$ cat src/lpg_pkg.sv
// Types and constants of the line pixel generator
package lpg_pkg;

  localparam int unsigned CoordBits = 8;
  localparam int unsigned ColorBits = 16;
  localparam int unsigned StraightW = CoordBits + 2;
  localparam int unsigned DiagW     = CoordBits + 3;
  localparam int unsigned DecW      = CoordBits + 10;

  typedef enum logic [0:0] {
    ModeLoad    = 1'b0,
    ModeAdvance = 1'b1
  } mode_e;

  typedef struct packed {
    mode_e                  mode;
    logic [CoordBits-1:0]   x_start;
    logic [CoordBits-1:0]   y_start;
    logic [CoordBits-1:0]   x_end;
    logic [CoordBits-1:0]   y_end;
    logic [ColorBits-1:0]   line_color;
  } line_in_t;

  typedef struct packed {
    logic [CoordBits-1:0]   pixel_x;
    logic [CoordBits-1:0]   pixel_y;
    logic [ColorBits-1:0]   pixel_color;
    logic                   last_pixel;
  } pixel_out_t;

endpackage

$ cat src/line_pixel_generator.sv
// Line pixel generator: first-octant midpoint line rasterizer, at most one pixel per word
//
//   channel  dir  handshake                 payload
//   in       in   in_valid_i / in_ready_o   in_data_i  (line_in_t)
//   out      out  out_valid_o / out_ready_i out_data_o (pixel_out_t)
//
// One word per cycle while in_ready_o; a pixel is registered next cycle (output or skid).
// Line state updates in one pass: an add of the decision term and a compare on the major axis.
// A two-entry output buffer (output register plus skid) keeps in_ready_o high while one
// pixel waits; in_ready_o drops only when both entries are full.
// rst_ni clears the line state and empties the output buffer.
module line_pixel_generator
  import lpg_pkg::*;
(
  input  logic       clk_i,
  input  logic       rst_ni,
  input  logic       in_valid_i,
  output logic       in_ready_o,
  input  line_in_t   in_data_i,
  output logic       out_valid_o,
  input  logic       out_ready_i,
  output pixel_out_t out_data_o
);

  // line state
  logic                        line_active_q, line_active_d;
  logic [CoordBits-1:0]        cur_major_q, cur_major_d;
  logic [CoordBits-1:0]        cur_minor_q, cur_minor_d;
  logic [CoordBits-1:0]        stop_major_q, stop_major_d;
  logic signed [DecW-1:0]      decision_q, decision_d;
  logic signed [StraightW-1:0] straight_q, straight_d;
  logic signed [DiagW-1:0]     diagonal_q, diagonal_d;
  logic [ColorBits-1:0]        color_q, color_d;

  // output buffer
  pixel_out_t out_q, out_d, skid_q, skid_d;
  logic       out_valid_q, out_valid_d, skid_valid_q, skid_valid_d;

  logic                        accept, push, pop;
  pixel_out_t                  result;
  logic signed [CoordBits:0]   dx, dy;
  logic signed [DecW-1:0]      dx_ext, dy_ext;
  logic [CoordBits-1:0]        major_inc;
  logic                        step_diag;

  assign in_ready_o = !skid_valid_q;
  assign accept     = in_valid_i && in_ready_o;
  assign pop        = out_valid_q && out_ready_i;

  assign dx = signed'({1'b0, in_data_i.x_end}) - signed'({1'b0, in_data_i.x_start});
  assign dy = signed'({1'b0, in_data_i.y_end}) - signed'({1'b0, in_data_i.y_start});
  assign dx_ext = {{(DecW-CoordBits-1){dx[CoordBits]}}, dx};
  assign dy_ext = {{(DecW-CoordBits-1){dy[CoordBits]}}, dy};

  assign major_inc = cur_major_q + CoordBits'(1);
  // move diagonally when the decision term is strictly positive
  assign step_diag = !decision_q[DecW-1] && (|decision_q);

  always_comb begin
    line_active_d = line_active_q;
    cur_major_d   = cur_major_q;
    cur_minor_d   = cur_minor_q;
    stop_major_d  = stop_major_q;
    decision_d    = decision_q;
    straight_d    = straight_q;
    diagonal_d    = diagonal_q;
    color_d       = color_q;
    push          = 1'b0;
    result        = '0;
    if (accept) begin
      if (in_data_i.mode == ModeLoad) begin
        cur_major_d   = in_data_i.x_start;
        cur_minor_d   = in_data_i.y_start;
        stop_major_d  = in_data_i.x_end;
        color_d       = in_data_i.line_color;
        straight_d    = {dy, 1'b0};
        diagonal_d    = {dy[CoordBits], dy, 1'b0} - {dx[CoordBits], dx, 1'b0};
        decision_d    = (dy_ext <<< 1) - dx_ext;
        line_active_d = in_data_i.x_start < in_data_i.x_end;
        push          = 1'b1;
        result.pixel_x     = in_data_i.x_start;
        result.pixel_y     = in_data_i.y_start;
        result.pixel_color = in_data_i.line_color;
        result.last_pixel  = !line_active_d;
      end else if (line_active_q) begin
        cur_major_d = major_inc;
        if (step_diag) begin
          cur_minor_d = cur_minor_q + CoordBits'(1);
          decision_d  = decision_q + {{(DecW-DiagW){diagonal_q[DiagW-1]}}, diagonal_q};
        end else begin
          decision_d  = decision_q + {{(DecW-StraightW){straight_q[StraightW-1]}}, straight_q};
        end
        line_active_d = major_inc != stop_major_q;
        push          = 1'b1;
        result.pixel_x     = cur_major_d;
        result.pixel_y     = cur_minor_d;
        result.pixel_color = color_q;
        result.last_pixel  = !line_active_d;
      end
    end
  end

  // push never coincides with a full skid, since in_ready_o is low then
  always_comb begin
    out_d        = out_q;
    out_valid_d  = out_valid_q;
    skid_d       = skid_q;
    skid_valid_d = skid_valid_q;
    if (pop) begin
      if (skid_valid_q) begin
        out_d        = skid_q;
        skid_valid_d = 1'b0;
      end else if (push) begin
        out_d = result;
      end else begin
        out_valid_d = 1'b0;
      end
    end else if (push) begin
      if (!out_valid_q) begin
        out_d       = result;
        out_valid_d = 1'b1;
      end else begin
        skid_d       = result;
        skid_valid_d = 1'b1;
      end
    end
  end

  always_ff @(posedge clk_i or negedge rst_ni) begin
    if (!rst_ni) begin
      line_active_q <= 1'b0;
      cur_major_q   <= '0;
      cur_minor_q   <= '0;
      stop_major_q  <= '0;
      decision_q    <= '0;
      straight_q    <= '0;
      diagonal_q    <= '0;
      color_q       <= '0;
      out_valid_q   <= 1'b0;
      skid_valid_q  <= 1'b0;
    end else begin
      line_active_q <= line_active_d;
      cur_major_q   <= cur_major_d;
      cur_minor_q   <= cur_minor_d;
      stop_major_q  <= stop_major_d;
      decision_q    <= decision_d;
      straight_q    <= straight_d;
      diagonal_q    <= diagonal_d;
      color_q       <= color_d;
      out_valid_q   <= out_valid_d;
      skid_valid_q  <= skid_valid_d;
    end
  end

  always_ff @(posedge clk_i) begin
    out_q  <= out_d;
    skid_q <= skid_d;
  end

  assign out_valid_o = out_valid_q;
  assign out_data_o  = out_q;

endmodule

$ cat config.mk
export PLATFORM = sky130hd
export DESIGN_NAME = line_pixel_generator
export DESIGN_NICKNAME = d
export VERILOG_FILES = /design/src/lpg_pkg.sv /design/src/line_pixel_generator.sv
export SDC_FILE = /design/constraint.sdc
export NUM_CORES = 1
export LEC_CHECK = 0
export ABC_CLOCK_PERIOD_IN_PS = 6500
export BUFFER_PORTS_ARGS = -buffer_cell sky130_fd_sc_hd__buf_2
export CAP_MARGIN = 20
export CORE_ASPECT_RATIO = 0.5
export CORE_MARGIN = 5
export CORE_UTILIZATION = 55
export DETAILED_ROUTE_END_ITERATION = 8
export PLACE_DENSITY = 0.8
export SLEW_MARGIN = 40
export SYNTH_ARGS = -nofsm -noshare
export SYNTH_HDL_FRONTEND = slang
export SYNTH_SLANG_ARGS = --single-unit
$ cat constraint.sdc
create_clock -name clk_i -period 6.5 [get_ports clk_i]
set_input_delay 0.975 -clock clk_i [delete_from_list [all_inputs] [get_ports clk_i]]
set_output_delay 0.975 -clock clk_i [all_outputs]
set_load 0.03 [all_outputs]
==> impl_results.md, run 1 <==
* Core footprint at approximately 15000 µm²
* Initial core utilization at 56.6%
* Crit-path max cell delay at approximately 0.57 ns
* Initial antenna violation count at 0
* Clk buf depth at 2
* Total die area at approximately 19000 µm²
* Hold crit path type: in2async
* Lkg Pwr at 4.70 nW
* Hold WS at around 0.41 ns
* Max Fclk at 238 MHz
* Max Cap Viol at 0
* Post-synth top cells: nand2_1 (179), dfrtp_1 (80), edfxtp_1 (66)
* Die W at ~190 µm
* Register area share after synthesis at 45.5%
* Root buffer cell: clkbuf_16
* Antenna Cells at 0
* Launch point of the worst path: decision_q[2]
* Slew Limit Headroom at roughly 44%
* Yosys cell types at 65
* Vias per cell at between 5 and 6
* Total GRT Usage at between 20% and 30%
* Die H at between 90 and 100 µm
* Critical Path Start Type: flop
* Peak VDD IR at roughly 0.28 mV
* Endpoints failing hold at 0
* Post-synth ARST share at roughly 55%
* Measured slew at the worst slew-check pin at between 0.8 and 0.9 ns
* Synth area leaders: dfrtp_1 (23%), edfxtp_1 (23%), nand2_1 (7.7%), ha_1 (7.4%), mux2_2 (3.3%)
* Clock period minus worst slack at between 4 and 5 ns
* Status: finished clean
* Arrival time worst endpoint at 4.54 ns
* Skew-Pair Late Insertion Delay at roughly 0.42 ns
* Drt wl/cell at about 18 µm
* Vias in the first global route at ~7000
* Final period utilization at between 60 and 70%
* I/O pins at just under 90
* Most used flip-flop cell after synthesis: dfrtp_1
* Yosys top cell by area: dfrtp_1
* Fin nets at approximately 1100
* Layout cells sized above 1 at between 15 and 20%
* Crit path cell chain: or4_4 -> nor3_4 -> a21oi_4 -> mux2_2 -> ha_1 -> fa_1 -> a211oi_1 -> o21ai_0 -> a31oi_1 -> xnor2_1 -> nand2_1 -> a21oi_1
* Mean area per synthesized cell at between 9 and 10 µm²
* Num CTS Buffers at 17
* Input/output buffers at a little under 90
* Slew Limit Fails at 0
* Final wirelength at between 20000 and 25000 µm
* Fin Setup TNS at 0 ns
* # Post-CTS Setup Buffers at 0
* GP Congestion at approximately 0.93
* Critical Path RT at 6.85 ns
* Hold Buf Count CTS at 0
* Via count at 7159
* P&R area growth vs syn at 14.5%
* Net count after synthesis at just over 1000
* CTS tree: done
* Synth Warn # at 0
* H-tree depth at 4
* Syn Inst Count at 900
* PD cells at ~500 nW/µm²
* Post-synth EDFFs at between 60 and 70
* Synth top area share at 22.8%
* Final Skew at 0.00915 ns
* Clock-pin slew on the worst setup and hold paths at 0.07 ns
* Drt drc at 0
* Setup violators final at 0
* GRT overflow at 0
* Fill count at 1213
* First-pass DRT Iterations at 5
* Reg-to-reg startpoint: decision_q[2]
* ANT nets after route at 0
* Pin count of the biggest net entering global routing at 66
* CP max FO at 17
* Most frequent cell after synthesis: nand2_1
* Critical Path Slowest Stage Cell: or4_4
* CP Capture Type: flop
* Iter 0 DRT Violations at ~640
* Global-route wire length before repair at between 30000 and 40000 µm
* CP top delay family: compound AO/OA/AOI/OAI gates
* Post-DP HPWL at around 16000 µm
* WP buf/inv at 0
* FP Rows at 32
* Cells after DPL at roughly 1200
* Cell Count, Final, Fillers Out at 1197
* Synthesized area at about 8800 µm²
* RSZ-0062 raised after global routing: no
* Critical path class: reg2reg
* Final core utilization at between 60% and 70%
* FF+latch count, synth at approximately 150
* Sink Count at between 100 and 150
* Resize count post-CTS at 0
[where the power goes]
group	internal [mW]	total [mW]	switching, mW
Clock	0.587	1.04	0.451
Sequential	1.32	1.58	0.258
Combinational	0.972	2.39	1.42
Total	2.88	5.01	2.13
[placed cells by master, fill, tap and decap left out, drive strengths merged, types with 26 or more instances in the layout]
cell	count
a21oi	56
edfxtp	66
o21ai	40
nand2	179
ha	52
nor2	38
buf	95
mux2	26
inv	56
a21o	31
dfrtp	80
[worst register-to-register path: cells and delay by family, from the launching register on]
family,cells,cell delay (ns)
XOR/XNOR,1,0.16
AND/OR/NAND/NOR,3,1.08
flip-flops,1,0.43
adder cells (fa/ha/maj),2,0.66
multiplexers,1,0.35
AO/OA/AOI/OAI,5,1.45
[cells by family (layout without fill, tap and decap cells)]
group,after synthesis,in the layout,synth area share (%)
AO/OA/AOI/OAI,221,221,16.7
buffers and inverters,80,173,3.58
multiplexers,35,35,4.37
flip-flops,146,146,45.5
adder cells (fa/ha/maj),57,57,8.57
AND/OR/NAND/NOR,311,311,15.9
XOR/XNOR,50,50,5.48
[worst paths after layout]
path / slack, ns / endpoint / cells after the start
worst max register to register: 2.31 / decision_q[11] / 12
worst min-delay path: 0.41 / straight_q[7] / 1
max in group asynchronous: 5.20 / stop_major_q[1] / 2
min in group clk_i: 0.48 / straight_q[3] / 2
worst max-delay path: 2.31 / decision_q[11] / 12
worst min register to register: 0.48 / straight_q[3] / 2
[state kept, by name, indices dropped and copies added (netlist names), 9 cells and up]
signal,flops
out_data_o,33
straight_q,9
diagonal_q,10
decision_q,18
color_q,16
skid_q,33
[routing by layer]
metal	global-route usage, %	share of wire, %	vias to the layer above
li1	-	-	3413
met1	31.0	43	3376
met2	39.3	47	331
met3	5.68	7.7	39
met4	7.78	1.8	0
met5	0	0	-
[cell type report]
cell class,instances,area (µm²),share of cell area [%]
Clock buffer,17,425,4.24
Clock inverter,15,185,1.85
Inverter,46,173,1.72
Multi-Input combinational cell,674,4510,45.0
Sequential cell,146,3980,39.7
Tap cell,204,255,2.54
Timing Repair Buffer,95,502,5.00
[stage by stage]
step	power, mW	cell area (µm²)	worst slack [ns]
finish	5.01	10000	2.31
global route	5.31	10000	2.10
detailed placement	3.91	9420	2.14
CTS	4.97	10000	2.34
global placement	3.79	9400	2.24
floorplan	3.35	8760	1.53
Power figures use the tool's default switching activity.
==> run 2, diff against run 1 <==
--- a/config.mk
+++ b/config.mk
@@ -5,14 +5,14 @@
 export SDC_FILE = /design/constraint.sdc
 export NUM_CORES = 1
 export LEC_CHECK = 0
-export ABC_CLOCK_PERIOD_IN_PS = 6500
+export ABC_CLOCK_PERIOD_IN_PS = 3600
 export BUFFER_PORTS_ARGS = -buffer_cell sky130_fd_sc_hd__buf_2
 export CAP_MARGIN = 20
 export CORE_ASPECT_RATIO = 0.5
 export CORE_MARGIN = 5
-export CORE_UTILIZATION = 55
+export CORE_UTILIZATION = 54
 export DETAILED_ROUTE_END_ITERATION = 8
-export PLACE_DENSITY = 0.8
+export PLACE_DENSITY = 0.82
 export SLEW_MARGIN = 40
 export SYNTH_ARGS = -nofsm -noshare
 export SYNTH_HDL_FRONTEND = slang
==> constraint.sdc (replaced) <==
create_clock -name clk_i -period 3.6 [get_ports clk_i]
set_input_delay 0.54 -clock clk_i [delete_from_list [all_inputs] [get_ports clk_i]]
set_output_delay 0.54 -clock clk_i [all_outputs]
set_load 0.03 [all_outputs]
==> impl_results.md, run 2 (synthesis gave the netlist of run 1 again) <==
* R2R depth at 12
* Fill count at about 1200
* Core footprint at 15700 µm²
* Met1 Wirelength at about 11000 µm
* Measured slew at the worst slew-check pin at 0.780 ns
* Multi-input gate area at between 4000 and 5000 µm²
* Final wirelength at ~23000 µm
* Max Cap Viol at 0
* Cell Count, Final, Fillers Out at roughly 1300
* Setup violators final at 0
* H-tree depth at 4
* Total die area at ~19000 µm²
* Max Fclk at ~290 MHz
* R2R setup slack at around 0.11 ns
* Sw Pwr at between 3 and 4 mW
* Drt wl/cell at roughly 18 µm
* Switching Share at approximately two fifths
* Lkg Pwr at a little under 5 nW
* Via count at about 7300
* Hold crit path type: in2async
* Input/output buffers at 87
* Slew Limit Headroom at 47.8%
* Peak VDD IR at between 0.5 and 0.6 mV
* Initial core utilization at between 50% and 60%
* Arrival time worst endpoint at 3.78 ns
* Seq. cell area at approximately 4000 µm²
* Commonest cells after routing, fill and taps aside: nand2_1 (177), buf_2 (86), dfrtp_1 (80)
* Die H at 100 µm
* Fin nets at 1142
* Pin count of the biggest net entering global routing at 71
* Post-DP Area at 9830 µm²
* Skew-Pair Late Insertion Delay at approximately 0.42 ns
* CP endpoint: decision_q[16]
* ANT nets after route at 0
* Post-DP HPWL at between 15000 and 20000 µm
* Slew Limit Fails at 0
* Layout cells sized above 1 at 22.1%
* Die W at ~190 µm
* Vias in the first global route at around 7000
* Status: finished clean
* Commonest non-fill, non-tap cell in the layout: nand2_1
* Final Skew at 0.00845 ns
* Fin Setup TNS at 0 ns
* Wire length on met2 at approximately 11000 µm
* PD cells at approximately 920 nW/µm²
* CTS tree: done
* CP Capture Type: flop
* Antenna Cells at 0
* Launch point of the worst path: decision_q[2]
* Clk pwr share at about a fifth
* Final period utilization at around 97%
* Reg2reg end: decision_q[16]
* Iter 0 DRT Violations at 742
* P&R area growth vs syn at 20.3%
* GP Congestion at 0.924
* Root buffer cell: clkbuf_16
* Clock period minus worst slack at roughly 3.5 ns
* Final Cell Area at between 10000 and 15000 µm²
* Cells after DPL at 1232
* Endpoints failing hold at 0
* Power Internal at roughly 5.7 mW
* Clk buf depth at 2
* Total GRT Usage at roughly 25%
* Pre-CTS setup slack at -0.190 ns
* Logic pwr share at between 50% and 60%
* First-pass DRT Iterations at 5
* Reg-to-reg startpoint: decision_q[2]
* Drt drc at 0
* Sequential share of power at a little under 30%
* Final core utilization at roughly 67%
* Critical path class: reg2reg
* Hold Buf Count CTS at 0
* Num CTS Buffers at 17
* CP max FO at 9
* Critical Path Start Type: flop
* Initial antenna violation count at 0
* Final WS setup at 0.113 ns
* Vias per cell at 5.80
* Sink Count at 146
* FP Rows at 32
* Clock-pin slew on the worst setup and hold paths at ~0.060 ns
* Critical Path RT at about 4 ns
* Global-route wire length before repair at roughly 37000 µm
* I/O pins at just under 90
* Met3 wire len at about 1600 µm
* GRT overflow at 0
* Top layer in use: met4
[run 2: cell type report]
class	count	share of cell area, %
Inverter	46	1.64
Timing Repair Buffer	147	8.58
Clock inverter	12	1.60
Tap cell	221	2.62
Sequential cell	146	37.8
Multi-Input combinational cell	674	43.4
Clock buffer	20	4.34
[run 2: what timing repair did]
| item | in CTS | in global routing |
|---|---|---|
| resized for setup | 2 | 14 |
| endpoints found under the setup margin | 1 | 9 |
| setup buffers | 0 | 2 |
| pin swaps | 0 | 3 |
[run 2: metrics by stage]
| step | hold WS, ns | power [mW] |
|---|---|---|
| after floorplan | 0.244 | 6.06 |
| after global placement | 0.457 | 7.33 |
| after detailed placement | 0.463 | 7.47 |
| after CTS | 0.166 | 9.47 |
| after global routing | 0.203 | 10.3 |
| final | 0.139 | 9.67 |
[run 2: power groups by stage]
stage | Clock (mW) | Sequential [mW] | Combinational [mW]
2_1_floorplan | 0 | 2.91 | 3.15
3_3_place_gp | 0 | 2.83 | 4.50
3_5_place_dp | 0 | 2.85 | 4.61
4_1_cts | 1.92 | 2.84 | 4.71
5_1_grt | 2.01 | 2.91 | 5.38
6_report | 1.91 | 2.85 | 4.92
[run 2: worst max-delay path, cell delays in order, from the launching register on]
cell and delay, ns:
dfrtp_1 0.39, or4_4 0.55, nor3_4 0.22, a21oi_4 0.16, mux2_2 0.32, ha_1 0.44
o21ai_1 0.12, o211ai_1 0.33, buf_4 0.19, nand4_1 0.09, a21oi_1 0.26, mux2i_1 0.21
o21ai_0 0.09
[run 2: per-layer routing]
layer,GRT usage [%],vias up
met1,34.0,3536
met2,39.9,259
met3,4.62,36
met4,7.23,0
li1,-,3508
met5,0,-
[run 2: worst min-delay path by stage]
stage          cells past startpoint  slack (ns)            end           from
3_5_place_dp                       2        0.46  straight_q[5]  straight_q[5]
4_1_cts                            1        0.17  diagonal_q[7]         rst_ni
5_1_grt                            1        0.20  diagonal_q[7]         rst_ni
2_1_floorplan                      0        0.24     color_q[0]         rst_ni
3_3_place_gp                       2        0.46     color_q[2]     color_q[2]
6_report                           1        0.14  straight_q[6]         rst_ni
